File: config.mk
export PLATFORM = sky130hd
export DESIGN_NAME = lcmc_cell
export DESIGN_NICKNAME = d
export VERILOG_FILES = /design/src/sv/lcmc_pkg.sv /design/src/sv/lcmc_cell.sv
export VERILOG_INCLUDE_DIRS = /design/src /design/src/sv
export SDC_FILE = /design/constraint.sdc
export NUM_CORES = 1
export LEC_CHECK = 0
export BUFFER_PORTS_ARGS = -buffer_cell sky130_fd_sc_hd__buf_2
export CAP_MARGIN = 20
export CORE_UTILIZATION = 50
export CTS_CLUSTER_DIAMETER = 30
export DETAILED_ROUTE_END_ITERATION = 7
export PLACE_DENSITY = 0.88
export SETUP_SLACK_MARGIN = 0.2
export SYNTH_ARGS = -nofsm -noshare
export SYNTH_HDL_FRONTEND = slang
export SYNTH_SLANG_ARGS = --single-unit
File: constraint.sdc
create_clock -name clk -period 4.2 [get_ports clk]
set_clock_uncertainty 0.05 [all_clocks]
set_input_delay 0 -clock clk [delete_from_list [all_inputs] [get_ports clk]]
set_output_delay 0 -clock clk [all_outputs]
set_load 0.02 [all_outputs]
File: src/sv/assert_macros.svh
// Assertion shorthands shared by the RTL files.
`ifndef ASSERT_MACROS_SVH
`define ASSERT_MACROS_SVH

// Plain property, sampled on the rising clock edge, off during reset.
`define ASSERT_CLK(label, prop, msg) \
    label: assert property (@(posedge clk) disable iff (!rst_n) (prop)) else $error(msg);

// Same-cycle implication.
`define ASSERT_IMP(label, ante, cons, msg) \
    label: assert property (@(posedge clk) disable iff (!rst_n) (ante) |-> (cons)) \
        else $error(msg);

// Next-cycle implication.
`define ASSERT_NXT(label, ante, cons, msg) \
    label: assert property (@(posedge clk) disable iff (!rst_n) (ante) |=> (cons)) \
        else $error(msg);

`endif

File: src/sv/lcmc_pkg.sv
`default_nettype none

package lcmc_pkg;

    localparam int CFG_W    = 11;
    localparam int CFGI_W   = 2;
    localparam int BLK_W    = 10;
    localparam int TILE_W   = 10;
    localparam int PROD_W   = 21;
    localparam int SUM_W    = 22;
    localparam int EVK_W    = 10;
    localparam int CNT_W    = 48;

    // Largest occupancy the capacity register can ask for.
    localparam int CAP_LIMIT = (2 ** CFG_W) - 1;

    localparam logic [CNT_W-1:0] CNT_MAX = '1;

    localparam logic [CFGI_W-1:0] REG_CAPACITY = 2'd0;
    localparam logic [CFGI_W-1:0] REG_TILES    = 2'd1;
    localparam logic [CFGI_W-1:0] REG_BLOCKS   = 2'd2;

    localparam logic [CFG_W-1:0] CAPACITY_RST = 11'd16;
    localparam logic [CFG_W-1:0] TILES_RST    = 11'd1;
    localparam logic [CFG_W-1:0] BLOCKS_RST   = 11'd1;

    // Control flags of one reference as it walks the cell chain.
    typedef struct packed {
        logic valid;
        logic proc;
        logic carry_v;
        logic hit;
        logic ev_v;
        logic err;
        logic fin;
    } tok_t;

    // One finished result beat.
    typedef struct packed {
        logic             hit;
        logic             miss;
        logic             ev_v;
        logic [EVK_W-1:0] ev_key;
        logic [CNT_W-1:0] miss_total;
        logic [CNT_W-1:0] ref_total;
        logic             err;
        logic             done;
    } res_t;

endpackage

`default_nettype wire

File: src/sv/lcmc_cell.sv
`default_nettype none

`include "assert_macros.svh"

module lcmc_cell
    import lcmc_pkg::*;
#(
    parameter int KEY_W = 10,
    parameter int IDX   = 0
)
(
    input  wire logic             clk,
    input  wire logic             rst_n,
    input  wire logic             adv,
    input  wire logic [CFG_W-1:0] capacity,
    input  wire tok_t             tok_in,
    input  wire logic [KEY_W-1:0] key_in,
    input  wire logic [KEY_W-1:0] carry_in,
    output tok_t                  tok_out,
    output logic [KEY_W-1:0]      key_out,
    output logic [KEY_W-1:0]      carry_out
);

    localparam logic [CFG_W:0] IDX_V = (CFG_W+1)'(IDX);

    logic             ent_v_reg;
    logic             ent_v_next;
    logic [KEY_W-1:0] ent_key_reg;
    logic [KEY_W-1:0] ent_key_next;
    tok_t             tok_reg;
    tok_t             tok_next;
    logic [KEY_W-1:0] key_reg;
    logic [KEY_W-1:0] carry_reg;
    logic [KEY_W-1:0] carry_next;
    logic             work;
    logic             evict_here;

    assign work       = tok_in.valid && tok_in.proc && tok_in.carry_v;
    assign evict_here = ({1'b0, capacity} <= IDX_V);

    always_comb
    begin
        tok_next     = tok_in;
        carry_next   = carry_in;
        ent_v_next   = ent_v_reg;
        ent_key_next = ent_key_reg;
        if (work)
        begin
            if (ent_v_reg)
            begin
                // take the carried key, pass the old one on unless it is the hit
                ent_key_next = carry_in;
                if (ent_key_reg == key_in)
                begin
                    tok_next.carry_v = 1'b0;
                    tok_next.hit     = 1'b1;
                end
                else
                begin
                    carry_next = ent_key_reg;
                end
            end
            else if (evict_here)
            begin
                // drop the old least recent key: it rides on as the victim
                tok_next.carry_v = 1'b0;
                tok_next.ev_v    = 1'b1;
            end
            else
            begin
                ent_v_next       = 1'b1;
                ent_key_next     = carry_in;
                tok_next.carry_v = 1'b0;
            end
        end
        if (tok_in.valid && tok_in.fin)
        begin
            ent_v_next = 1'b0;
        end
    end

    always_ff @(posedge clk or negedge rst_n)
    begin
        if (!rst_n)
        begin
            ent_v_reg <= 1'b0;
            tok_reg   <= '0;
        end
        else if (adv)
        begin
            ent_v_reg <= ent_v_next;
            tok_reg   <= tok_next;
        end
    end

    always_ff @(posedge clk)
    begin
        if (adv)
        begin
            ent_key_reg <= ent_key_next;
            key_reg     <= key_in;
            carry_reg   <= carry_next;
        end
    end

    assign tok_out   = tok_reg;
    assign key_out   = key_reg;
    assign carry_out = carry_reg;

    `ASSERT_CLK(a_cell_hit_ev, !(tok_out.valid && tok_out.hit && tok_out.ev_v), "hit with eviction")
    `ASSERT_NXT(a_cell_resolve, work && !ent_v_reg && adv, !tok_out.carry_v, "carry passed empty cell")

endmodule

`default_nettype wire

; ---- Word level (Yosys, flattened, before mapping)
; Cells that the tools add are included.
[word_totals]
reg_bits = 38
latchBits = 0
ram_bits = 0
romBits = 0
in_bits = 41
out_inout_bits = 27
wordCells = 35
memories = 0
[classes]
addsub = 0
n_mul = 0
n_div = 0
magnitude_cmp = 1
eq_ne = 2
n_shift = 0
mux = 15
n_bitwise = 0
reduce_logical = 6
[op_table]
columns = cell, n
row1 = two-way mux 10 bit, 5
row2 = less-or-equal comparator 11 x 1 -> 1 bit (second input constant), 1
row3 = equality test 10 bit, 1
row4 = two-way mux 1 bit, 8
row5 = logical AND 1 bit, 3
row6 = two-way mux 3 bit, 1
row7 = AND reduction 3 bit, 1
row8 = two-way mux 2 bit, 1
row9 = inequality test 2 bit (second input constant), 1
row10 = AND reduction 2 bit, 1
row11 = nonzero test 2 bit, 1

; ---- Logic depth before layout (Yosys ltp)
[logic_depth]
depth_word = 5
mapped_depth = 5
mapped_depth_nobuf = 4

; ---- Worst setup path before layout
; OpenSTA, ideal clock, no wires.
[synth_timing]
kind = register -> register
from = register ent_key_reg[9]
to = register carry_reg[0], in the netlist carry_out[0] (data pin)
setup_ps = 260
arrival_ps = 1472
required_time_ps = 3890
setup_slack_ps = 2417
stages_incl_launch_ff = 6
path_buffers = 1
period_less_slack_ps = 1783
path_cell_list = edfxtp_1 > xor2_1 > nor4_1 > a31oi_1 > buf_6 > mux2_4
[synth_via]
elab_chain_cells = 4
[synth_lines]
columns = element, line_no
row1 = start: declaration, lcmc_cell.sv:28  ; logic [KEY_W-1:0] ent_key_reg;
row2 = start signal: assignment, lcmc_cell.sv:100  ; ent_key_reg <= ent_key_next;
row3 = equality test 10 bit, lcmc_cell.sv:53  ; if (ent_key_reg == key_in)
row4 = two-way mux 10 bit, lcmc_cell.sv:53
row5 = two-way mux 10 bit, lcmc_cell.sv:49  ; if (ent_v_reg)
row6 = two-way mux 10 bit, lcmc_cell.sv:47  ; if (work)
row7 = net carry_next[0], lcmc_cell.sv:34  ; logic [KEY_W-1:0] carry_next;
row8 = end signal: assignment, lcmc_cell.sv:102  ; carry_reg <= carry_next;
row9 = end: declaration, lcmc_cell.sv:33  ; logic [KEY_W-1:0] carry_reg;
; The timed path passes the listed nets, and every way through them passes these cells.
; A chain may end at the register's enable or synchronous reset.

; ---- Final worst setup path
[layout_timing]
from = register ent_key_reg[9]
to = register carry_reg[7], in the netlist carry_out[7] (data pin)
; The elaborated chain is that of the path after synthesis.

==> out/qor.txt <==
Post-CTS setup buffers -> 0
WL/cell -> 14.66 um
Yosys cell types -> 19
Asr flop ratio synth -> 0.2105
Clock power frac -> 0.237
Layout cells sized above 1 -> 0.4632
Failing checks -> design-rule violations
Worst EP required -> 4240 ps
Routed Wire Length -> 3240 um
Setup_tns -> 0 ps
N_diodes -> 0
Post-cts resize count -> 0
Synth top area share -> 0.5849
Fin crit share -> 0.5426
CTS Sinks -> 38
Max VDD drop -> 0.2991 mV
Syn_nets -> 128
Sw Ratio -> 0.2482
CP max stage cell -> nor4_1
Worst hold path type -> in2reg
Vias in the first global route -> 1157
Worst setup EP type -> register
Total gr overflow -> 0
CP max FO -> 11
Yosys warns -> 0
Final hold vios -> 0
Gr usage total -> 0.2197
PwrDens -> 333.6 nW/um2
Die ar. -> 3306 um2
Routability cong. -> 0.6776
Arrival time worst endpoint -> 2320 ps
I/O pin count -> 68
Crit path max-delay family -> simple AND/OR/NAND/NOR gates
Slew HR -> 0.2508
#FFs+latches synth -> 38
CP Launch Type -> register
RSZ-0062 raised after global routing -> false
CTS root buf -> clkbuf_4
# DRC -> 6
Area grow syn2layout -> 46.30%
WP buf/inv -> 0
Vias per cell -> 5.154
Height of the die -> 57.50 um
Clock slew at the register clock pins of the worst setup and hold paths -> 110 ps
Cell Area, Synth -> 1540 um2
Num rows -> 19
Via count -> 1139
Initial Utilization -> 0.5444
First-pass GRT wire length -> 5175 um
CTS tree -> yes
Worst Tran Pin Value -> 1119 ps
Psw -> 0.1866 mW
Hold-fix buffers, CTS -> 30
Synthesized area per cell -> 17.70 um2
Gate power share -> 0.173
Period minus WS final -> 2279 ps
Outcome -> finished with violations
Flop pwr share -> 0.590
Routed Antenna Nets -> 0
Die X-Extent -> 57.50 um
Nets -> 230
Synth area leaders -> edfxtp_1, dfrtp_1, mux2_4
Worst path max stage delay -> 490 ps
Dominant cell type by area after synthesis -> edfxtp_1
Fin cells -> 221
Most frequent cells in the layout -> buf_2, edfxtp_1, dlygate4sd3_1, xor2_1, mux2_4
DR iter-0 viols -> 52
Pleak -> 0.9652 nW
Post-synthesis sequential area ratio -> 0.7149
Mapped Cells -> 87
Clk buf depth -> 2
IO buf count -> 67
Final setup viols -> 0
Worst skew pair latency -> 350 ps
Setup CP Type -> reg2reg
Largest net degree at the start of global routing -> 31
Top_reg_cell synth -> edfxtp_1
Initial antenna violation count -> 0
Fmax -> 0.4388 GHz
Cell internal pwr -> 0.5652 mW
Critical Path, Cell by Cell -> xor2_1 > nor4_1 > a31oi_2 > mux2_4
DR pass1 iterations -> 8
Core area -> 2829 um2
Slew Limit Fails -> 0
DP Wirelength -> 2126 um
EDFF count, synth -> 30
Commonest non-fill, non-tap cell in the layout -> buf_2
Max-cap check violation count -> 0
CTS buffer count -> 5
Cells after DPL -> 183
CTS H-tree lvls -> 2
-- path summary, 6_finish.rpt --
| kind | cells past startpoint | startpoint | end | slack [ps] |
|---|---|---|---|---|
| max | 4 | ent_key_reg[9]$_DFFE_PP_ | carry_out[7]$_DFFE_PP_ | 1920 |
| min | 1 | adv | carry_out[6]$_DFFE_PP_ | 160 |
| max reg2reg | 4 | ent_key_reg[9]$_DFFE_PP_ | carry_out[7]$_DFFE_PP_ | 1920 |
| min reg2reg | 1 | tok_out[0]$_DFFE_PN0P_ | tok_out[0]$_DFFE_PN0P_ | 480 |
| max in group asynchronous | 3 | rst_n | tok_out[1]$_DFFE_PN0P_ | 3220 |
| min in group asynchronous | 3 | rst_n | tok_out[4]$_DFFE_PN0P_ | 590 |
-- layout make-up --
| cell class | instances | area [um2] |
|---|---|---|
| clock buffers | 8 | 48.80 |
| well taps | 31 | 38.79 |
| multi-input cells | 46 | 425.4 |
| inverters | 1 | 3.754 |
| repair buffers | 97 | 635.6 |
| fillers | 165 | 575.6 |
| flip-flops and latches | 38 | 1101 |
-- synth_stat cells, drive strengths merged (2+ instances only) --
| master | n |
|---|---|
| edfxtp | 30 |
| nand4 | 3 |
| nor2 | 2 |
| buf | 2 |
| a31oi | 2 |
| nand3 | 2 |
| xor2 | 10 |
| nor4 | 5 |
| mux2i | 2 |
| nand2 | 2 |
| dfrtp | 8 |
| mux2 | 14 |
-- metrics by stage --
stage / worst slack (ps) / hold WS (ps) / cell area (um2) / util / total power [mW]
floorplan: 2417 / -345.6 / 1540 / - / 0.5071
global placement: 2031 / -204.7 / 1904 / 0.6732 / 0.5546
detailed placement: 1939 / -197.0 / 1904 / 0.6732 / 0.5590
CTS: 1923 / 156.7 / 2253 / 0.7966 / 0.7571
global route: 1770 / 163.3 / 2253 / 0.7966 / 0.7885
finish: 1921 / 155.2 / 2253 / 0.7966 / 0.7518
-- logic make-up after synthesis --
family          share of synthesized area
buf+inv                           0.01299
simple gates                      0.04875
mux                                0.1373
flops                              0.7149
xor+xnor                          0.05686
compound gates                    0.02924
-- power groups by stage --
stage / Combinational [mW] / Sequential [mW] / Clock (mW)
2_1_floorplan: 0.0295 / 0.478 / 0
3_3_place_gp: 0.105 / 0.450 / 0
3_5_place_dp: 0.108 / 0.451 / 0
4_1_cts: 0.130 / 0.443 / 0.184
5_1_grt: 0.139 / 0.446 / 0.203
6_report: 0.130 / 0.443 / 0.178
-- routing by layer --
metal | share of wire | GRT usage
met1 | 0.40 | 0.2458
met2 | 0.52 | 0.3937
met3 | 0.070 | 0.07710
met4 | 0.013 | 0.06272
met5 | 0 | 0
No activity file was read; power rests on OpenSTA's default activity.
