`config.mk`:
```
export PLATFORM = sky130hd
export DESIGN_NAME = lcmc_front
export DESIGN_NICKNAME = d
export VERILOG_FILES = /design/src/sv/assert_macros.svh /design/src/sv/lcmc_pkg.sv /design/src/sv/lcmc_front.sv
export SDC_FILE = /design/constraint.sdc
export NUM_CORES = 1
export LEC_CHECK = 0
export BUFFER_PORTS_ARGS = -buffer_cell sky130_fd_sc_hd__buf_4
export CAP_MARGIN = 20
export CORE_UTILIZATION = 29
export DETAILED_ROUTE_END_ITERATION = 7
export MAX_ROUTING_LAYER = met4
export PLACE_DENSITY_LB_ADDON = 0.08
export RECOVER_POWER = 25
export SYNTH_ARGS = -nofsm -noshare
export SYNTH_HDL_FRONTEND = slang
export SYNTH_SLANG_ARGS = --single-unit
export TNS_END_PERCENT = 1
```
`constraint.sdc`:
```
create_clock -name clk -period 3.7 [get_ports clk]
set_input_delay 0.37 -clock clk [delete_from_list [all_inputs] [get_ports clk]]
set_output_delay 0.37 -clock clk [all_outputs]
set_load 0.02 [all_outputs]
```
`src/sv/assert_macros.svh`:
```
// Assertion shorthands shared by the RTL files.
`ifndef ASSERT_MACROS_SVH
`define ASSERT_MACROS_SVH

// Plain property, sampled on the rising clock edge, off during reset.
`define ASSERT_CLK(label, prop, msg) \
    label: assert property (@(posedge clk) disable iff (!rst_n) (prop)) else $error(msg);

// Same-cycle implication.
`define ASSERT_IMP(label, ante, cons, msg) \
    label: assert property (@(posedge clk) disable iff (!rst_n) (ante) |-> (cons)) \
        else $error(msg);

// Next-cycle implication.
`define ASSERT_NXT(label, ante, cons, msg) \
    label: assert property (@(posedge clk) disable iff (!rst_n) (ante) |=> (cons)) \
        else $error(msg);

`endif

```
`src/sv/lcmc_pkg.sv`:
```
`default_nettype none

package lcmc_pkg;

    localparam int CFG_W    = 11;
    localparam int CFGI_W   = 2;
    localparam int BLK_W    = 10;
    localparam int TILE_W   = 10;
    localparam int PROD_W   = 21;
    localparam int SUM_W    = 22;
    localparam int EVK_W    = 10;
    localparam int CNT_W    = 48;

    // Largest occupancy the capacity register can ask for.
    localparam int CAP_LIMIT = (2 ** CFG_W) - 1;

    localparam logic [CNT_W-1:0] CNT_MAX = '1;

    localparam logic [CFGI_W-1:0] REG_CAPACITY = 2'd0;
    localparam logic [CFGI_W-1:0] REG_TILES    = 2'd1;
    localparam logic [CFGI_W-1:0] REG_BLOCKS   = 2'd2;

    localparam logic [CFG_W-1:0] CAPACITY_RST = 11'd16;
    localparam logic [CFG_W-1:0] TILES_RST    = 11'd1;
    localparam logic [CFG_W-1:0] BLOCKS_RST   = 11'd1;

    // Control flags of one reference as it walks the cell chain.
    typedef struct packed {
        logic valid;
        logic proc;
        logic carry_v;
        logic hit;
        logic ev_v;
        logic err;
        logic fin;
    } tok_t;

    // One finished result beat.
    typedef struct packed {
        logic             hit;
        logic             miss;
        logic             ev_v;
        logic [EVK_W-1:0] ev_key;
        logic [CNT_W-1:0] miss_total;
        logic [CNT_W-1:0] ref_total;
        logic             err;
        logic             done;
    } res_t;

endpackage

`default_nettype wire

```
`src/sv/lcmc_front.sv`:
```
`default_nettype none

module lcmc_front
    import lcmc_pkg::*;
#(
    parameter int KEY_SPACE = 1024,
    parameter int KEY_W     = 10
)
(
    input  wire logic              clk,
    input  wire logic              rst_n,
    input  wire logic              adv,
    input  wire logic              in_valid,
    input  wire logic [BLK_W-1:0]  block,
    input  wire logic [TILE_W-1:0] tile,
    input  wire logic              active,
    input  wire logic              final_item,
    input  wire logic [CFG_W-1:0]  capacity,
    input  wire logic [CFG_W-1:0]  tiles_per_block,
    input  wire logic [CFG_W-1:0]  block_count,
    output tok_t                   tok_out,
    output logic [KEY_W-1:0]       key_out
);

    // stage A: products
    logic              a_valid_reg;
    logic              a_act_reg;
    logic              a_fin_reg;
    logic [PROD_W-1:0] a_prod_reg;
    logic [TILE_W-1:0] a_tile_reg;
    logic [SUM_W-1:0]  span_reg;

    // stage B: key, range check
    tok_t              tok_reg;
    tok_t              tok_next;
    logic [KEY_W-1:0]  key_reg;
    logic [SUM_W-1:0]  key_full;
    logic              cfg_bad;
    logic              err;

    always_ff @(posedge clk or negedge rst_n)
    begin
        if (!rst_n)
        begin
            a_valid_reg <= 1'b0;
            tok_reg     <= '0;
        end
        else if (adv)
        begin
            a_valid_reg <= in_valid;
            tok_reg     <= tok_next;
        end
    end

    always_ff @(posedge clk)
    begin
        span_reg <= SUM_W'(tiles_per_block) * SUM_W'(block_count);
        if (adv)
        begin
            a_act_reg  <= active;
            a_fin_reg  <= final_item;
            a_prod_reg <= PROD_W'(block) * PROD_W'(tiles_per_block);
            a_tile_reg <= tile;
            key_reg    <= KEY_W'(key_full);
        end
    end

    always_comb
    begin
        key_full = SUM_W'(a_prod_reg) + SUM_W'(a_tile_reg);
        cfg_bad  = (capacity == '0) || (span_reg == '0) ||
                   (span_reg > SUM_W'(KEY_SPACE));
        err      = cfg_bad || (a_act_reg && (key_full >= span_reg));

        tok_next         = '0;
        tok_next.valid   = a_valid_reg;
        tok_next.proc    = a_act_reg && !err;
        tok_next.carry_v = a_act_reg && !err;
        tok_next.err     = err;
        tok_next.fin     = a_fin_reg;
    end

    assign tok_out = tok_reg;
    assign key_out = key_reg;

endmodule

`default_nettype wire

```
### Yosys cells after proc, flatten, opt, wreduce, memory -nomap -nowiden

Cells that the tools add are included.

| storage, ports and cells | value |
|---|---|
| logic and storage cells | 24 |
| input bits | 59 |
| flip-flop bits (word level) | 70 |
| output and inout port bits | 17 |

| operators by class | value |
|---|---|
| reduce and logical (&&, ||, !) cells | 8 |
| $mul | 2 |
| $lt $le $gt $ge | 2 |
| $add $sub $neg | 1 |

Operators with widths:

| cell | number |
|---|---|
| $add 21x10->22 | 1 |
| $ge 22x22->1 | 1 |
| $gt 22x11->1 const B | 1 |
| $logic_not 22->1 | 1 |
| $mul 11x11->22 | 1 |
| $mul 10x11->21 | 1 |
| $logic_not 11->1 | 1 |
| $logic_or 1x1->1 | 3 |
| $logic_and 1x1->1 | 2 |
| $logic_not 1->1 | 1 |

### Depth between registers and ports, before layout

Gate-level depths: netlist of run 1.

| depth | value |
|---|---|
| word-level depth | 6 |
| gate-level depth with buffers | 21 |
| gate-level depth less buffers | 20 |

### Worst setup path before layout of run 1

Ideal clock, no wire load.

| timing | value |
|---|---|
| path kind | input -> register |
| start point | in tiles_per_block[5] |
| end point | reg a_prod_reg[19] (data pin) |
| path buffers | 1 |
| slack | -1.571 ns |
| data required time | 3.437 ns |
| setup time | 0.263 ns |
| stages | 21 |
| data arrival time | 5.008 ns |
| cells stage by stage | clkbuf_1 nand2_1 fa_1 inv_1 fa_1 inv_1 fa_1 inv_1 fa_1 inv_1 fa_1 inv_1 ha_1 a21o_1 nor3_1 o21a_1 nor3_1 a21oi_1 o21ai_0 a311oi_1 xnor2_1 |

| between the ends | value |
|---|---|
| cells in the longest elaborated chain, start to end | 1 |

Ends and longest elaborated chain:

| element | line | RTL |
|---|---|---|
| from (decl) | lcmc_front.sv:19 | `input wire logic [CFG_W-1:0] tiles_per_block,` |
| $mul 10x11->21 | lcmc_front.sv:62 | `a_prod_reg <= PROD_W'(block) * PROD_W'(tiles_per_block);` |
| to (signal assigned) | lcmc_front.sv:62 |  |
| to (decl) | lcmc_front.sv:29 | `logic [PROD_W-1:0] a_prod_reg;` |

Every way passes these cells.
A chain may end at the register's enable or synchronous reset.

### Worst setup path after layout of run 1

Same ends and word-level chain as after synthesis.

==> results of run 1 <==
[Yosys cell counts (3+ instances only)]
cell type and count:
nand4_1 5, nor4_1 7, buf_4 3, edfxtp_1 43
o21a_1 7, nor3_1 6, nor2b_1 5, a311oi_1 3
xor2_1 19, nor2_1 16, nand3_1 8, clkbuf_1 44
xnor2_1 37, o21bai_1 5, nand2b_1 8, dfxtp_1 22
a21o_1 25, nand2_1 122, dfrtp_1 5, and2_1 126
mux2_2 3, and3_1 7, a21oi_1 39, o31ai_1 3
a31oi_1 6, ha_1 148, o21ai_0 13, inv_1 213
fa_1 151
[area by class of cell]
| class | instances | area [sq um] | share of cell area [%] |
|---|---|---|---|
| flip-flops and latches | 70 | 1857 | 13.38 |
| repair buffers | 245 | 2081 | 14.99 |
| well taps | 468 | 585.6 | 4.219 |
| inverters | 213 | 799.5 | 5.760 |
| clock inverters | 5 | 57.56 | 0.4147 |
| multi-input cells | 798 | 8245 | 59.41 |
| clock buffers | 11 | 254.0 | 1.830 |
[worst paths after layout]
kind | slack (ps) | to | cells past startpoint
max | -870 | a_prod_reg[19] | 22
min | 220 | a_tile_reg[4] | 1
max reg2reg | -280 | tok_out[4] | 19
min reg2reg | 480 | tok_out[0] | 1
max in group asynchronous | 3070 | tok_out[1] | 2
min in group asynchronous | 410 | tok_out[0] | 2
[worst max-delay path, delay by kind of cell]
family | cells | cell delay (ps)
simple gates | 3 | 300
xor+xnor | 1 | 150
compound gates | 5 | 630
fa+ha+maj | 6 | 2690
buf+inv | 7 | 510
[what timing repair did]
| item | in CTS | in global routing |
|---|---|---|
| hold buffers | 1 | 0 |
| buffers inserted | 0 | 1 |
| endpoints found under the setup margin | 32 | 32 |
| endpoints found under the hold margin | 5 | 0 |
| resized for setup | 72 | 14 |
| pin swaps | 31 | 13 |
[placed cells by master, fill, tap and decap left out, drive strengths merged, types with 2 or more instances in the layout]
master and count:
a21o 25, a21oi 41, a311o 2, a311oi 3, a31oi 6, and2 126, and3 7, buf 228
clkbuf 27, clkinv 4, conb 2, dfrtp 5, dfxtp 22, edfxtp 43, fa 151, ha 148
inv 213, mux2 3, nand2 122, nand2b 8, nand3 8, nand4 5, nor2 16, nor2b 6
nor3 6, nor3b 2, nor4 7, o211a 2, o21a 7, o21ai 13, o21bai 5, o31ai 4
xnor2 37, xor2 19
[per-stage QoR]
stage	hold WS, ps	area (sq um)	cells
finish	216.2	13880	1810
global route	203.9	13880	1810
CTS	182.2	13790	1809
detailed placement	176.6	13120	1792
global placement	176.3	13120	1792
floorplan	74.41	10920	1128
[where the power goes]
part	total, W	internal [W]	switching (W)
registers	0.00145	0.00129	0.000159
clock network	0.000906	0.000563	0.000344
logic	0.00818	0.00420	0.00398
total	0.0105	0.00606	0.00448
[cell families (layout without fill, tap and decap cells)]
logic type	Yosys count	count (layout)	share of synthesized area, %
multiplexers	3	3	0.3151
XOR/XNOR	56	56	4.576
adder cells (fa/ha/maj)	299	299	45.48
buffers and inverters	260	474	9.210
flip-flops	70	70	17.32
other	1	2	0.03498
AND/OR/NAND/NOR	318	318	15.31
AO/OA/AOI/OAI	120	120	7.751
[per-layer routing]
layer	vias to the layer above	share of wire (%)	global-route usage [%]
li1	3979	-	-
met5	-	0	-
met2	130	46	26.01
met3	17	3.5	2.070
met4	0	0.97	3.410
met1	3863	50	22.10
==> run summary, run 1 <==
status: finished, violations left
failing checks: max-capacitance violations, max-slew violations, negative setup slack
Worst setup EP type: register
Antenna Violating Nets Remaining: 0
yosys warns: 0
max-slew violations: 48
antenna violations before repair: 0
hold path startpoint: tile[4]
Routed WL: 27,590 um
first-pass GRT wire length: 47,090 um
CTS Buf Count: 9
Critical Path Most Common Cell: fa_1
relative slew slack: -77.20%
root buffer cell: clkbuf_16
GP Congestion: 0.7766
post-synthesis cell count: 1,127
DR pass1 iterations: 4
starting density of the core: 29.35%
setup tns final: -14,910 ps
clk buf depth: 2
Period minus WS final: 4571 ps
Max Freq: 218.8 MHz
Crit Path Class: input pin to register
reg2reg start: a_tile_reg[0]
number of synthesized flops with an enable pin: 43
Worst Path Max Fanout: 16
slew of the pin with the lowest slew margin: 2658 ps
final layout net count: 1,695
ANT cells: 0
Hold Crit Class: input pin to register
FF+latch count, synth: 70
crit path cell chain: buf_16 > nand2_4 > fa_1 > inv_1 > fa_1 > inv_1 > fa_1 > inv_1 > fa_1 > inv_1 > fa_1 > inv_2 > ha_4 > a21o_1 > nor3_2 > o21a_1 > nor3_2 > a21oi_2 > buf_4 > o21ai_2 > a311oi_2 > xnor2_1
drt drc: 0
largest net degree at the start of global routing: 48
P&R area growth vs syn: 29.49%
Critical Path AT: 4660 ps
RSZ-0062 raised after global routing: yes
share of post-route cells with drive strength above 1: 23.85%
core area: 36,520 sq um
Final Hold Fails: 0
syn_area_per_cell: 9.511 sq um
synth top area cells: fa_1 28%, ha_1 17%, edfxtp_1 12%, inv_1 7.5%, and2_1 7.4%
crit path max-delay cell type: fa_1
detailed placer's ending HPWL: 23,320 um
htree depth: 3
TritonCTS clock tree: yes
Clock Skew: 10.79 ps
ys flop type: edfxtp_1
clock transition at the registers of the reported paths: 70 ps
post-synthesis sequential area ratio: 17.32%
clock sink total: 70
Synth async-reset ratio: 7.143%
GRT Overall Usage: 16.30%
max_cap viols: 1
Worst Setup SP: tiles_per_block[5]
Final setup viols: 28
Ports: 76
top cell type's share of synthesized area: 28.20%
Leak Pwr: 6.981 nW
total congestion overflow: 0
Final Worst Setup Slack: -870.8 ps
post-synthesis cell type count: 54
nature of the critical path startpoint: input pin
clk_lat worst skew: 350 ps
area leader, netlist: fa_1
final core occ: 38.00%
DR vias: 7,989
max incr delay on CP: 520 ps
total design power: 0.01054 W
die area: 37,740 sq um
Vias/cell: 4.414
Die Ht: 194.3 um
number of global-route vias before repair: 8,925
Iter 0 DRT Violations: 245
max reg flops: 22
Cell Area, Synth: 10,720 sq um
Rows: 70
die width: 194.3 um
post-place setup slack: -1488 ps
Max IR drop VDD: 0.0004210 V
wire per inst: 15.24 um
required time worst endpoint: 3790 ps
fin crit share: 123.5%
Cell Pwr Density: 759.5 nW/um^2
Fillers: 3,700
Port Buffers: 73
(Power assumes the default switching activity.)
==> run 2: changes to the inputs <==
- CORE_MARGIN: unset -> 2
- SLEW_MARGIN: unset -> 40
- clock period: 3.7 -> 4.9 ns (I/O delays scaled with it)
==> run summary, run 2 (synthesized netlist as in run 1, its figures left out) <==
grt met1 use: 21.46% (was 22.10%)
required time worst endpoint: 5160 ps (was 3790 ps)
final layout net count: 1,644 (was 1,695)
GR Layer Usage met3: 1.685% (was 2.070%)
first-pass GRT wire length: 45,390 um (was 47,090 um)
max-slew violations: 49 (was 48)
max reg flops: 22 (unchanged)
drt drc: 0 (unchanged)
die width: 196.3 um (was 194.3 um)
fin crit share: 96.62%
worst hold slack: 328.5 ps (was 216.2 ps)
number of global-route vias before repair: 8,320 (was 8,925)
share of post-route cells with drive strength above 1: 18.44% (was 23.85%)
Period minus WS final: 4734 ps
reg2reg start: a_tile_reg[0] (unchanged)
Critical Path Most Common Cell: fa_1 (unchanged)
htree depth: 3 (unchanged)
Rows: 70 (unchanged)
Die Ht: 196.3 um (was 194.3 um)
Port Buffers: 73 (unchanged)
most frequent cells in the layout: 211 x inv_1, 161 x buf_4, 150 x fa_1, 145 x ha_1, 124 x and2_1 (was 211 x inv_1, 203 x buf_4, 148 x fa_1, 134 x ha_1, 120 x and2_1)
largest net degree at the start of global routing: 49 (was 48)
max incr delay on CP: 580 ps (was 520 ps)
antenna violations before repair: 2 (was 0)
Critical Path AT: 4990 ps (was 4660 ps)
Worst Setup SP: block_count[5] (was tiles_per_block[5])
Final Hold Fails: 0 (unchanged)
Max Freq: 211.2 MHz
Leak Pwr: 6.664 nW (was 6.981 nW)
P&R area growth vs syn: 22.45% (was 29.49%)
GRT Overall Usage: 15.82% (was 16.30%)
Worst setup EP type: register (unchanged)
commonest non-fill, non-tap cell in the layout: inv_1 (unchanged)
starting density of the core: 29.35% (unchanged)
crit path cell chain: buf_4 > buf_4 > and2_1 > fa_1 > inv_1 > fa_1 > fa_1 > fa_1 > fa_1 > inv_1 > ha_1 > nand3_1 > o211a_4 > a21oi_2 > a31oi_1 > o21bai_1 > xnor2_2 (was buf_16 > nand2_4 > fa_1 > inv_1 > fa_1 > inv_1 > fa_1 > inv_1 > fa_1 > inv_1 > fa_1 > inv_2 > ha_4 > a21o_1 > nor3_2 > o21a_1 > nor3_2 > a21oi_2 > buf_4 > o21ai_2 > a311oi_2 > xnor2_1)
GP Congestion: 0.7831 (was 0.7766)
RSZ-0062 raised after global routing: yes (unchanged)
Clock Skew: 10.67 ps (was 10.79 ps)
Max IR drop VDD: 0.0003115 V (was 0.0004210 V)
wire per inst: 15.82 um (was 15.24 um)
TritonCTS clock tree: yes (unchanged)
detailed placer's ending HPWL: 23,830 um (was 23,320 um)
clk buf depth: 2 (unchanged)
total congestion overflow: 0 (unchanged)
crit path max-delay cell type: fa_1 (unchanged)
failing checks: max-capacitance violations, max-slew violations (was max-capacitance violations, max-slew violations, negative setup slack)
Vias/cell: 4.449 (was 4.414)
Final setup viols: 0 (was 28)
slew of the pin with the lowest slew margin: 2753 ps (was 2658 ps)
clk_lat worst skew: 360 ps (was 350 ps)
max_cap viols: 1 (unchanged)
relative slew slack: -83.52% (was -77.20%)
root buffer cell: clkbuf_16 (unchanged)
Placed Area: 12,700 sq um (was 13,120 sq um)
die area: 38,520 sq um (was 37,740 sq um)
Worst Path Max Fanout: 6 (was 16)
CTS Buf Count: 9 (unchanged)
clock transition at the registers of the reported paths: 70 ps (about the same)
Routed WL: 27,840 um (was 27,590 um)
Most Crowded Layer GR: met2 (unchanged)
status: finished, violations left (unchanged)
Hold Crit Class: input pin to register (unchanged)
clock sink total: 70 (unchanged)
nature of the critical path startpoint: input pin (unchanged)
Antenna Violating Nets Remaining: 0 (unchanged)
DR vias: 7,831 (was 7,989)
met2 GRT Util: 25.61% (was 26.01%)
setup tns final: 0 ps (was -14,910 ps)
DR pass1 iterations: 4 (unchanged)
final instance area: 13,130 sq um (was 13,880 sq um)
core area: 36,520 sq um (unchanged)
Ports: 76 (unchanged)
hold path startpoint: tile[7] (was tile[4])
Iter 0 DRT Violations: 269 (was 245)
final core occ: 35.94% (was 38.00%)
Cell Pwr Density: 558.0 nW/um^2 (was 759.5 nW/um^2)
Crit Path Class: input pin to register (unchanged)
run 2: cell types whose count changed in the layout (fill, tap and decap cells not counted), sizes merged:
cell / previous run / this run
buf: 228 / 178
clkbuf: 27 / 25
clkinv: 4 / 5
diode: 0 / 1
run 2: power by group:
group	total, W	switching, W	leakage [nW]	internal (W)
clock	0.000677	0.000283	0.146	0.000394
sequential	0.00113	0.000155	0.663	0.000976
combinational	0.00552	0.00280	5.85	0.00272
total	0.00732	0.00324	6.66	0.00409
run 2: area by class of cell:
class                           instances  area, sq um
Sequential cell                        70         1857
Fill cell                            3804        23400
Tap cell                              468        585.6
Timing Repair Buffer                  194         1575
Inverter                              213        799.5
Clock buffer                           10        229.0
Multi-Input combinational cell        798         8014
Antenna cell                            1        2.502
Clock inverter                          6        62.56
run 2: metrics by stage:
| step | setup slack (ps) | total power (W) | instances |
|---|---|---|---|
| final | 165.8 | 0.007324 | 1760 |
| after global routing | -30.85 | 0.008217 | 1760 |
| after CTS | 3.895 | 0.007334 | 1758 |
| after detailed placement | -443.2 | 0.006589 | 1741 |
| after global placement | -357.9 | 0.006621 | 1741 |
| after floorplan | -11.16 | 0.004627 | 1128 |
run 2: path summary, 6_finish.rpt:
kind / depth (start not counted) / end / slack, ps
worst max register to register: 19 / tok_out[4] / 620
worst min-delay path: 1 / a_tile_reg[7] / 330
worst max-delay path: 17 / span_reg[21] / 170
max in group asynchronous: 2 / a_valid_reg / 4150
min in group asynchronous: 2 / tok_out[0] / 530
worst min register to register: 1 / tok_out[0] / 480
run 2: critical path: cells and delay by family:
family	cells	cell delay, ps
and+or+nand+nor	2	270
xor gates and xnor gates	1	170
AOI/OAI and AO/OA	4	830
adders and majority gates	6	2830
buffers and inverters	4	390
run 2: timing repair:
| item | CTS | global route |
|---|---|---|
| pin swaps | 2 | 11 |
| hold endpoints to repair | 5 | 0 |
| gates resized for setup | 2 | 27 |
| hold buffers | 1 | 0 |
| gates cloned | 0 | 0 |
| buffers inserted | 0 | 1 |
| endpoints found under the setup margin | 4 | 12 |
run 2: routing by layer:
| metal | up-vias | share of wire, % |
|---|---|---|
| met5 | - | 0 |
| met4 | 0 | 1.3 |
| met3 | 14 | 3.2 |
| met2 | 110 | 47 |
| met1 | 3834 | 49 |
| li1 | 3873 | - |
