### config.mk
export PLATFORM = sky130hd
export DESIGN_NAME = lcmc_back
export DESIGN_NICKNAME = d
export VERILOG_FILES = /design/src/sv/lcmc_pkg.sv /design/src/sv/lcmc_back.sv
export VERILOG_INCLUDE_DIRS = /design/src /design/src/sv
export SDC_FILE = /design/constraint.sdc
export NUM_CORES = 1
export LEC_CHECK = 0
export ABC_AREA = 1
export ABC_CLOCK_PERIOD_IN_PS = 6030
export BUFFER_PORTS_ARGS = -buffer_cell sky130_fd_sc_hd__buf_2
export CAP_MARGIN = 25
export CORE_MARGIN = 3
export CORE_UTILIZATION = 55
export CTS_CLUSTER_SIZE = 28
export DETAILED_ROUTE_END_ITERATION = 8
export GPL_ROUTABILITY_DRIVEN = 0
export PLACE_DENSITY = 0.77
export SYNTH_ARGS = -nofsm -noshare
export SYNTH_HDL_FRONTEND = slang
export SYNTH_SLANG_ARGS = --single-unit
### constraint.sdc
create_clock -name clk -period 6.03 [get_ports clk]
set_input_delay 0.603 -clock clk [delete_from_list [all_inputs] [get_ports clk]]
set_output_delay 0.603 -clock clk [all_outputs]
set_load 0.01 [all_outputs]
### src/sv/assert_macros.svh
// Assertion shorthands shared by the RTL files.
`ifndef ASSERT_MACROS_SVH
`define ASSERT_MACROS_SVH

// Plain property, sampled on the rising clock edge, off during reset.
`define ASSERT_CLK(label, prop, msg) \
    label: assert property (@(posedge clk) disable iff (!rst_n) (prop)) else $error(msg);

// Same-cycle implication.
`define ASSERT_IMP(label, ante, cons, msg) \
    label: assert property (@(posedge clk) disable iff (!rst_n) (ante) |-> (cons)) \
        else $error(msg);

// Next-cycle implication.
`define ASSERT_NXT(label, ante, cons, msg) \
    label: assert property (@(posedge clk) disable iff (!rst_n) (ante) |=> (cons)) \
        else $error(msg);

`endif

### src/sv/lcmc_pkg.sv
`default_nettype none

package lcmc_pkg;

    localparam int CFG_W    = 11;
    localparam int CFGI_W   = 2;
    localparam int BLK_W    = 10;
    localparam int TILE_W   = 10;
    localparam int PROD_W   = 21;
    localparam int SUM_W    = 22;
    localparam int EVK_W    = 10;
    localparam int CNT_W    = 48;

    // Largest occupancy the capacity register can ask for.
    localparam int CAP_LIMIT = (2 ** CFG_W) - 1;

    localparam logic [CNT_W-1:0] CNT_MAX = '1;

    localparam logic [CFGI_W-1:0] REG_CAPACITY = 2'd0;
    localparam logic [CFGI_W-1:0] REG_TILES    = 2'd1;
    localparam logic [CFGI_W-1:0] REG_BLOCKS   = 2'd2;

    localparam logic [CFG_W-1:0] CAPACITY_RST = 11'd16;
    localparam logic [CFG_W-1:0] TILES_RST    = 11'd1;
    localparam logic [CFG_W-1:0] BLOCKS_RST   = 11'd1;

    // Control flags of one reference as it walks the cell chain.
    typedef struct packed {
        logic valid;
        logic proc;
        logic carry_v;
        logic hit;
        logic ev_v;
        logic err;
        logic fin;
    } tok_t;

    // One finished result beat.
    typedef struct packed {
        logic             hit;
        logic             miss;
        logic             ev_v;
        logic [EVK_W-1:0] ev_key;
        logic [CNT_W-1:0] miss_total;
        logic [CNT_W-1:0] ref_total;
        logic             err;
        logic             done;
    } res_t;

endpackage

`default_nettype wire

### src/sv/lcmc_back.sv
`default_nettype none

`include "assert_macros.svh"

module lcmc_back
    import lcmc_pkg::*;
#(
    parameter int KEY_W = 10
)
(
    input  wire logic             clk,
    input  wire logic             rst_n,
    input  wire tok_t             tok_in,
    input  wire logic [KEY_W-1:0] carry_in,
    input  wire logic             out_ready,
    output logic                  adv,
    output logic                  out_valid,
    output res_t                  res_out
);

    logic [CNT_W-1:0] miss_total_reg;
    logic [CNT_W-1:0] miss_total_next;
    logic [CNT_W-1:0] ref_total_reg;
    logic [CNT_W-1:0] ref_total_next;
    res_t             buf_mem [2];
    res_t             res_new;
    logic             wr_ptr_reg;
    logic             rd_ptr_reg;
    logic [1:0]       count_reg;
    logic [1:0]       count_next;
    logic             push;
    logic             pop;
    logic             is_miss;
    logic             is_ev;

    assign adv       = (count_reg != 2'd2);
    assign push      = tok_in.valid && adv;
    assign out_valid = (count_reg != 2'd0);
    assign pop       = out_valid && out_ready;

    always_comb
    begin
        is_miss = tok_in.proc && !tok_in.hit;
        // a carry still held past the last cell is the victim of a full chain
        is_ev   = tok_in.ev_v || tok_in.carry_v;

        miss_total_next = miss_total_reg;
        if (is_miss && (miss_total_reg != CNT_MAX))
        begin
            miss_total_next = miss_total_reg + 1'b1;
        end
        ref_total_next = ref_total_reg;
        if (tok_in.proc && (ref_total_reg != CNT_MAX))
        begin
            ref_total_next = ref_total_reg + 1'b1;
        end

        res_new            = '0;
        res_new.hit        = tok_in.hit;
        res_new.miss       = is_miss;
        res_new.ev_v       = is_ev;
        res_new.ev_key     = is_ev ? EVK_W'(carry_in) : '0;
        res_new.miss_total = miss_total_next;
        res_new.ref_total  = ref_total_next;
        res_new.err        = tok_in.err;
        res_new.done       = tok_in.fin;

        count_next = count_reg + {1'b0, push} - {1'b0, pop};
    end

    always_ff @(posedge clk or negedge rst_n)
    begin
        if (!rst_n)
        begin
            miss_total_reg <= '0;
            ref_total_reg  <= '0;
            wr_ptr_reg     <= 1'b0;
            rd_ptr_reg     <= 1'b0;
            count_reg      <= 2'd0;
        end
        else
        begin
            count_reg <= count_next;
            if (push)
            begin
                wr_ptr_reg     <= !wr_ptr_reg;
                miss_total_reg <= tok_in.fin ? '0 : miss_total_next;
                ref_total_reg  <= tok_in.fin ? '0 : ref_total_next;
            end
            if (pop)
            begin
                rd_ptr_reg <= !rd_ptr_reg;
            end
        end
    end

    always_ff @(posedge clk)
    begin
        if (push)
        begin
            buf_mem[wr_ptr_reg] <= res_new;
        end
    end

    assign res_out = buf_mem[rd_ptr_reg];

    `ASSERT_IMP(a_back_totals, out_valid, res_out.miss_total <= res_out.ref_total, "misses above refs")
    `ASSERT_IMP(a_back_hitmiss, out_valid, !(res_out.hit && res_out.miss), "hit and miss")
    `ASSERT_IMP(a_back_err, out_valid && res_out.err, !res_out.hit && !res_out.miss && !res_out.ev_v, "error with effect")

endmodule

`default_nettype wire

Word-level counts from Yosys, hierarchy flattened
Memories as Yosys holds them, arrays and structs flattened.
Index checks and enable logic that the tools add are counted.
- add/sub/neg operators: 4
- equality and inequality tests: 3
- mux-type cells: 7
- reduce and logical (&&, ||, !) cells: 10
- operator list (cell ; count):
    48-bit 2-to-1 mux ; 4
    48-bit by 1-bit adder with 48-bit output, second input constant ; 2
    48-bit inequality test, second input constant ; 2
    10-bit 2-to-1 mux ; 1
    1-bit logical AND ; 5
    1-bit zero test ; 3
    2-bit by 1-bit adder with 2-bit output ; 1
    1-bit 2-to-1 mux ; 2
    2-bit inequality test, second input constant ; 1
    2-bit nonzero test ; 1
    2-bit by 1-bit subtractor with 2-bit output ; 1
    1-bit logical OR ; 1
- bits in registers: 100
- memory bits (writable): 222
- output and inout port bits: 113
- logic and storage cells: 30
- memories: 1
- memories (name ; words ; width ; rd ports ; clocked after memory_dff ; write ports ; RTL line ; text):
    buf_mem ; 2 ; 111 ; 1 ; 0 ; 1 ; lcmc_back.sv:25 ; res_t buf_mem [2];

Longest topological paths before layout
Gate-level depths: netlist (run 1).
- word-level depth: 5
- gate-level depth with buffers: 14

Worst setup path after synthesis (run 1)
OpenSTA, ideal clock, no wires.
- path type: in2reg
- from: in tok_in[6] (netlist bit)
- to: mem buf_mem[1][0] (netlist bit) (enable)
- arrival: 5.641 ns
- path slack: -0.195 ns
- cell stages on the path: 3
- cells stage by stage: nand2_1 > clkbuf_1 > nor2_1
- cells in the longest elaborated chain, start to end: 3
- RTL lines (element ; RTL line ; text):
    start: declaration ; lcmc_back.sv:13 ; input wire tok_t tok_in,
    1-bit logical AND ; lcmc_back.sv:37 ; assign push = tok_in.valid && adv;
    1-bit 2-to-1 mux ; lcmc_back.sv:99 ; if (push)
    1-bit 2-to-1 mux (implied by the code) ; lcmc_back.sv:101 ; buf_mem[wr_ptr_reg] <= res_new;
    end: declaration ; lcmc_back.sv:25 ;
Every way passes these cells.

==> key figures, run 1 <==
Power
  – P per Cell Area: around 370 mW/mm²
  – Maximum VDD drop: approximately 0.27 mV
  – Pleak: roughly 8.3 nW

Global route
  – Number of global-route vias before repair: roughly 13000
  – Antenna violations before repair: 0
  – Gr ovfl total: 0
  – All-Layer GR Usage: 24.8%
  – First-pass GRT wire length: 62900 µm
  – Largest net degree at the start of global routing: 90

Detailed routing
  – Routed Antenna Nets: 0
  – Post-DR vias/cell: 5.24
  – DR pass1 iterations: 5
  – DR WL/cell: roughly 15 µm
  – Residual DRC: 0
  – Vias: roughly 13000
  – Drt total wl: ~39000 µm
  – Iteration-0 DRC Markers: about 1000

Cells and area
  – Most frequent cells in the layout: nand2_1, edfxtp_1, nor2_1
  – Area grow syn2layout: 13.6%
  – Ant diodes: 0
  – Final #Nets: 2126
  – Post-Layout Cell Count: around 2500
  – Largest register FFs: about 220
  – Share of cells above drive strength 1: between 10% and 20%
  – Final instance area: ~0.018 mm²
  – Commonest non-fill, non-tap cell in the layout: nand2_1

Clocking
  – TritonCTS clock tree: yes
  – Clock Tree Root: clkbuf_16
  – Clock transition at the registers of the reported paths: ~0.060 ns
  – Skew-Pair Late Insertion Delay: around 0.51 ns
  – Clock Sinks: ~320
  – Level count of the clock H-tree: 2
  – Num CTS Buffers: 35
  – Deepest clock path buffer count: 3

Die
  – Die height: around 180 µm
  – Die extent in x: approximately 180 µm
  – Die area: 0.0316 mm²
  – Cell Rows: 62
  – Initial Util: 56.1%
  – Top Ports: ~130
  – Core Area: between 0.02 and 0.03 mm²

Setup path
  – WP data required: between 5 and 6 ns
  – Worst setup path class: reg -> out
  – Internal reg-to-reg setup slack: approximately 3.3 ns
  – RR Startpoint: miss_total_reg[27]
  – Worst-case reg-to-reg path depth: 9
  – R2R Path End: buf_mem[0][92]
  – Crit path capture type: output pin
  – CP max FO: just under 60
  – CP startpoint kind: flip-flop
  – Critical path arrival: between 2 and 3 ns

Placed design
  – DP HPWL: approximately 26000 µm
  – Placed cell count: ~2400
  – Area after DPL: 0.0173 mm²
  – IO buf count: about 130

Timing
  – Max Clock Skew: between 0.02 and 0.025 ns
  – Fmax: 292 MHz
  – Max-slew headroom: 32.3%
  – Period minus WS final: roughly 3.4 ns
  – RSZ-0062 raised after global routing: false
  – Worst Tran Pin Value: between 1 and 1.5 ns
  – Final setup fails: 0
  – Final Max Tran Viols: 0
  – Setup TNS: 0 ns
  – Final hold violation count: 0
  – Final period utilization: between 50 and 60%

Logic synthesis
  – Avg Cell Area, Syn: around 8.2 µm²
  – Seq cells post-synth: between 300 and 400
  – Mapped Cells: just under 2000
  – Post-Syn Nets: 2006
  – Synth warn: 0
  – Synthesized area: 0.0162 mm²
  – Yosys cell types: 34
  – Sequential element share of the synthesized area: 56.5%

Outcome
  – Status: complete, no violations

Worst hold path
  – Hold_sp: tok_in[1]
  – Worst Hold Depth: 1
  – Worst Hold End: buf_mem[0][1]
  – Hold Path Class: in -> reg

Run
  – Total of max-cap violations: 0
## how the worst max path moves through the flow
stage                     from               to  cells after the start
floorplan            tok_in[6]    buf_mem[1][0]                      3
detailed placement  rd_ptr_reg      res_out[28]                      5
global placement     tok_in[6]  buf_mem[0][100]                      5
finish              rd_ptr_reg      res_out[28]                      5
global route        rd_ptr_reg      res_out[93]                      5
CTS                 rd_ptr_reg      res_out[28]                      5
## critical path, stage by stage, from the launching register on
cell and delay, ns:
dfrtp_4 0.74, clkinv_2 0.77, buf_12 0.49, nand2_1 0.10
nand2_1 0.06, buf_2 0.14
## layout make-up
class | count | area (µm²)
Clock buffer | 46 | 980
Clock inverter | 17 | 175
Fill cell | 2408 | 10500
Inverter | 101 | 380
Multi-Input combinational cell | 1496 | 6420
Sequential cell | 322 | 9170
Tap cell | 384 | 480
Timing Repair Buffer | 146 | 843
## cells by family after synthesis
logic type	count (synthesis)	synth area share, %
buffers and inverters	164	4.20
adder cells (fa/ha/maj)	4	0.308
AND/OR/NAND/NOR	1427	36.0
flip-flops	322	56.5
XOR/XNOR	35	1.98
AO/OA/AOI/OAI	30	1.10
## repair_timing
item | 4_1_cts | 5_1_grt
setup endpoints to repair | 0 | 0
buffers inserted | 0 | 0
hold buffers | 0 | 1
resized for setup | 0 | 0
hold endpoints to repair | 0 | 3
## Yosys cell counts, drive strengths merged
| master | instances | area share (%) |
|---|---|---|
| o21ai | 28 | 1.0 |
| nor3 | 7 | 0.22 |
| inv | 101 | 2.3 |
| and2 | 26 | 1.0 |
| or2 | 1 | 0.039 |
| xor2 | 20 | 1.2 |
| edfxtp | 222 | 41 |
| nor2 | 200 | 5.1 |
| o21bai | 1 | 0.046 |
| nand4 | 25 | 0.96 |
| ha | 4 | 0.31 |
| nand3 | 80 | 2.6 |
| dfrtp | 100 | 15 |
| xnor2 | 15 | 0.81 |
| buf | 25 | 0.99 |
| nand3b | 26 | 1.2 |
| nand2 | 1062 | 25 |
| a21oi | 1 | 0.031 |
| clkbuf | 38 | 0.88 |
## report_power, final
group / internal [mW] / total [mW] / switching (mW)
Clock: 1.28 / 2.12 / 0.843
Combinational: 0.550 / 1.74 / 1.19
Sequential: 2.82 / 2.97 / 0.155
## layer usage
| layer | global-route usage (%) | part of all wire (%) | up-vias |
|---|---|---|---|
| met5 | 0 | 0 | - |
| met4 | 10.1 | 3.8 | 0 |
| met3 | 3.55 | 5.2 | 116 |
| met2 | 44.6 | 52 | 416 |
| met1 | 29.9 | 39 | 6104 |
| li1 | - | - | 6538 |
## through the flow
stage          utilization, %  total power, mW  setup WS, ns  hold WS [ns]
6_report                 63.8             6.84          2.61         0.294
5_1_grt                  63.8             7.21          2.32         0.288
4_1_cts                  63.6             6.93          2.48         0.274
3_5_place_dp             59.6             4.80          3.01         0.526
3_3_place_gp             59.4             4.72          2.75         0.506
2_1_floorplan               -             4.05          1.69         0.307
Power figures use the tool's default switching activity.
==> run 2: changes to the inputs <==
--- a/config.mk
+++ b/config.mk
@@ -6,8 +6,8 @@
 export SDC_FILE = /design/constraint.sdc
 export NUM_CORES = 1
 export LEC_CHECK = 0
-export ABC_AREA = 1
-export ABC_CLOCK_PERIOD_IN_PS = 6030
+export ABC_AREA = 0
+export ABC_CLOCK_PERIOD_IN_PS = 3580
 export BUFFER_PORTS_ARGS = -buffer_cell sky130_fd_sc_hd__buf_2
 export CAP_MARGIN = 25
 export CORE_MARGIN = 3
@@ -15,7 +15,7 @@
 export CTS_CLUSTER_SIZE = 28
 export DETAILED_ROUTE_END_ITERATION = 8
 export GPL_ROUTABILITY_DRIVEN = 0
-export PLACE_DENSITY = 0.77
+export PLACE_DENSITY = 0.74
 export SYNTH_ARGS = -nofsm -noshare
 export SYNTH_HDL_FRONTEND = slang
 export SYNTH_SLANG_ARGS = --single-unit
==> constraint.sdc (replaced) <==
create_clock -name clk -period 3.58 [get_ports clk]
set_input_delay 0.358 -clock clk [delete_from_list [all_inputs] [get_ports clk]]
set_output_delay 0.358 -clock clk [all_outputs]
set_load 0.01 [all_outputs]
==> run 2 against run 1 <==
Compared with the run above:
- largest cell class unchanged
- design area down 4.1%
- highest routed layer unchanged
- critical path depth up 1
- the flow now finishes with violations (hold timing)
- critical endpoint is now ref_total_reg[34]
- die area down 3.6%
- via count down 20%
- non-clock buffer count up 6
- worst hold slack worse by 0.33 ns
- sequential cell count unchanged
==> key figures, run 2 <==
Setup path
  – Critical path's top delay family: simple AND/OR/NAND/NOR gates (was buffers and inverters)
  – Crit path capture type: flip-flop (was output pin)
  – CP cell instances: nand3_1 > nor4_2 > and4_1 > nand3_1 > or4_1 > o311ai_0 (was clkinv_2 > buf_12 > nand2_1 > nand2_1 > buf_2)
  – CP startpoint kind: flip-flop (unchanged)
  – Internal reg-to-reg setup slack: 0.73 ns (was 3.25 ns)
  – Buf/Inv on CP: 0 (was 3)
  – Critical path arrival: 3.26 ns (was 2.82 ns)
  – CP max FO: 13 (was 58)
  – Crit path max-delay cell type: and4_1 (was clkinv_2)
  – Worst setup path class: reg -> reg (was reg -> out)
  – Worst path most repeated cell: nand3_1 (was nand2_1)
  – Max stage delay on crit path: 0.63 ns (was 0.77 ns)
  – WP data required: 3.99 ns (was 5.43 ns)

Placed design
  – IO buf count: 132 (unchanged)
  – Placed cell count: 1714 (was 2447)
  – DP HPWL: 21500 µm (was 26300 µm)

Logic synthesis
  – Synth warn: 0 (unchanged)
  – Synthesized area: 0.0156 mm² (was 0.0162 mm²)
  – Sequential element share of the synthesized area: 58.6% (was 56.5%)
  – Synth top cells by count: edfxtp_1, mux2_2, dfrtp_1 (was nand2_1, edfxtp_1, nor2_1)
  – Seq cells post-synth: 322 (unchanged)
  – Mapped Cells: 1281 (was 1982)
  – Avg Cell Area, Syn: 12.2 µm² (was 8.19 µm²)
  – Largest cells by area after synthesis: edfxtp_1, dfrtp_1, mux2_2, xnor2_1, mux2i_1 (was edfxtp_1, nand2_1, dfrtp_1, nor2_1, nand3_1)
  – Post-synth EDFFs: 222 (unchanged)
  – Most common cell in the synthesized netlist: edfxtp_1 (was nand2_1)
  – Asr flop ratio synth: 31.1% (unchanged)
  – Dominant cell type by area after synthesis: edfxtp_1 (unchanged)
  – Yosys cell types: 59 (was 34)
  – Share of the synthesized area in the top cell type: 42.6% (was 41.0%)
  – Synth Flop Type: edfxtp_1 (unchanged)
  – Post-Syn Nets: 1305 (was 2006)

Cells and area
  – Post-Layout Cell Count: 1775 (was 2512)
  – Ant diodes: 0 (unchanged)
  – Most frequent cells in the layout: edfxtp_1, buf_2, mux2_2 (was nand2_1, edfxtp_1, nor2_1)
  – Filler cell count: 2199 (was 2408)
  – Share of cells above drive strength 1: 24.2% (was 11.5%)
  – Largest register FFs: 222 (unchanged)
  – Commonest non-fill, non-tap cell in the layout: edfxtp_1 (was nand2_1)
  – Area grow syn2layout: 13.1% (was 13.6%)
  – Final #Nets: 1396 (was 2126)

Die
  – Die extent in x: 175 µm (was 178 µm)
  – Core Area: 0.0279 mm² (was 0.0289 mm²)
  – Top Ports: 133 (unchanged)
  – Die area: 0.0305 mm² (was 0.0316 mm²)
  – Cell Rows: 61 (was 62)
  – Die height: 175 µm (was 178 µm)
  – Initial Util: 56.0% (was 56.1%)

Clocking
  – Num CTS Buffers: 34 (was 35)
  – Hold Buf Count CTS: 0 (unchanged)
  – Clock Sinks: 322 (unchanged)
  – Deepest clock path buffer count: 3 (unchanged)
  – Clock Tree Root: clkbuf_16 (unchanged)
  – TritonCTS clock tree: yes (unchanged)
  – Post-CTS Setup Repair Bufs: 0 (unchanged)
  – Level count of the clock H-tree: 2 (unchanged)
  – CTS resizes: 0 (unchanged)
  – Clock transition at the registers of the reported paths: 0.07 ns (was 0.06 ns)
  – Skew-Pair Late Insertion Delay: 0.52 ns (was 0.51 ns)

Power
  – Power share of the sequential group: 44.1% (was 43.5%)
  – Switching Share: 29.9% (was 32.0%)
  – Logic pwr share: 26.3% (was 25.5%)
  – Pleak: 6.81 nW (was 8.27 nW)
  – P_int: 8.21 mW (was 4.65 mW)
  – Maximum VDD drop: 0.462 mV (was 0.269 mV)
  – Clock group share of total power: 29.6% (was 31.0%)
  – P per Cell Area: 662 mW/mm² (was 371 mW/mm²)
  – Final Power: 11.7 mW (was 6.84 mW)
  – P_sw: 3.51 mW (was 2.19 mW)

Global route
  – Number of global-route vias before repair: 10500 (was 12700)
  – Gr ovfl total: 0 (unchanged)
  – Antenna violations before repair: 0 (unchanged)
  – All-Layer GR Usage: 22.0% (was 24.8%)
  – First-pass GRT wire length: 54400 µm (was 62900 µm)
  – Largest net degree at the start of global routing: 135 (was 90)

Detailed routing
  – DR WL/cell: 19.0 µm (was 15.4 µm)
  – Residual DRC: 0 (unchanged)
  – Vias: 10600 (was 13200)
  – Post-DR vias/cell: 5.97 (was 5.24)
  – Iteration-0 DRC Markers: 878 (was 1049)
  – Routed Antenna Nets: 0 (unchanged)
  – DR pass1 iterations: 5 (unchanged)
  – Drt total wl: 33700 µm (was 38600 µm)

Run
  – Total of max-cap violations: 0 (unchanged)

Timing
  – Max-slew headroom: 38.3% (was 32.3%)
  – Fmax: 351 MHz
  – Worst Tran Pin Value: 0.925 ns (was 1.01 ns)
  – RSZ-0062 raised after global routing: false (unchanged)
  – Final Max Tran Viols: 0 (unchanged)
  – Final period utilization: ~80%
  – Final hold violation count: 18 (was 0)
  – Setup TNS: 0 ns (unchanged)
  – Max Clock Skew: 0.0137 ns (was 0.0226 ns)
  – Period minus WS final: around 2.9 ns
  – Final setup fails: 0 (unchanged)
  – Hold WS: -0.0335 ns (was 0.294 ns)

Worst hold path
  – Hold Path Class: in -> async (was in -> reg)

Outcome
  – Status: finished, violations left (was complete, no violations)
  – Failing checks: hold timing
## run 2: cell count changes after synthesis, moves of 23 or more
cell / before / now
o31ai_1: 0 / 28
nand2_1: 1052 / 97
nor2_1: 187 / 71
a31oi_1: 0 / 23
o21ai_0: 11 / 71
mux2i_1: 0 / 37
xnor2_1: 15 / 73
nand3b_1: 26 / 0
mux2_2: 0 / 111
and3_1: 0 / 28
inv_1: 96 / 14
## run 2: layout make-up
class / instances / area (µm²) / share of cell area [%]
timing repair buffer: 152 / 876 / 4.95
inverter: 15 / 57.6 / 0.325
clock inverter: 15 / 131 / 0.743
clock buffer: 46 / 970 / 5.48
sequential: 322 / 9170 / 51.9
tap: 378 / 473 / 2.67
multi-input combinational: 847 / 6010 / 34.0
## run 2: cells by family after synthesis
logic type      share of synthesized area [%]
flops                                    58.6
mux                                      10.4
fa+ha+maj                               0.320
buf+inv                                  3.02
compound gates                           7.19
simple gates                             15.1
xor+xnor                                 5.43
## run 2: metrics by stage
stage | setup slack (ns) | util [%] | cell area, µm²
3_3_place_gp | 0.917 | 59.4 | 16600
4_1_cts | 0.789 | 63.3 | 17700
6_report | 0.728 | 63.3 | 17700
2_1_floorplan | 0.0166 | - | 15600
5_1_grt | 0.473 | 63.3 | 17700
3_5_place_dp | 0.819 | 59.4 | 16600
## run 2: layer usage
metal	global-route usage, %	part of all wire (%)	vias to the layer above
met2	38.6	51	344
met3	3.98	5.7	64
met4	5.19	1.9	0
li1	-	-	4989
met1	28.6	42	5199
met5	0	0	-
## run 2: worst register-to-register path, stage by stage (launching register included)
cell      delay [ns]
dfrtp_1         0.47
nand3_1         0.23
nor4_2          0.51
and4_1          0.63
nand3_1         0.27
or4_1           0.54
o311ai_0        0.10
## run 2: path summary, 6_finish.rpt
| kind | start | to | cells past startpoint |
|---|---|---|---|
| max | ref_total_reg[2] | ref_total_reg[34] | 6 |
| min | rst_n | miss_total_reg[12] | 1 |
| max reg2reg | ref_total_reg[2] | ref_total_reg[34] | 6 |
| min reg2reg | count_reg[0] | count_reg[0] | 1 |
| max in group asynchronous | rst_n | ref_total_reg[26] | 2 |
| min in group clk | tok_in[1] | buf_mem[0][1] | 1 |
## run 2: power groups by stage
stage               clock (mW)  sequential (mW)  combinational, mW
floorplan                    0             5.08               2.12
finish                    3.47             5.17               3.08
global placement             0             5.20               3.12
detailed placement           0             5.25               3.14
CTS                       3.53             5.18               3.16
global route              3.70             5.25               3.35
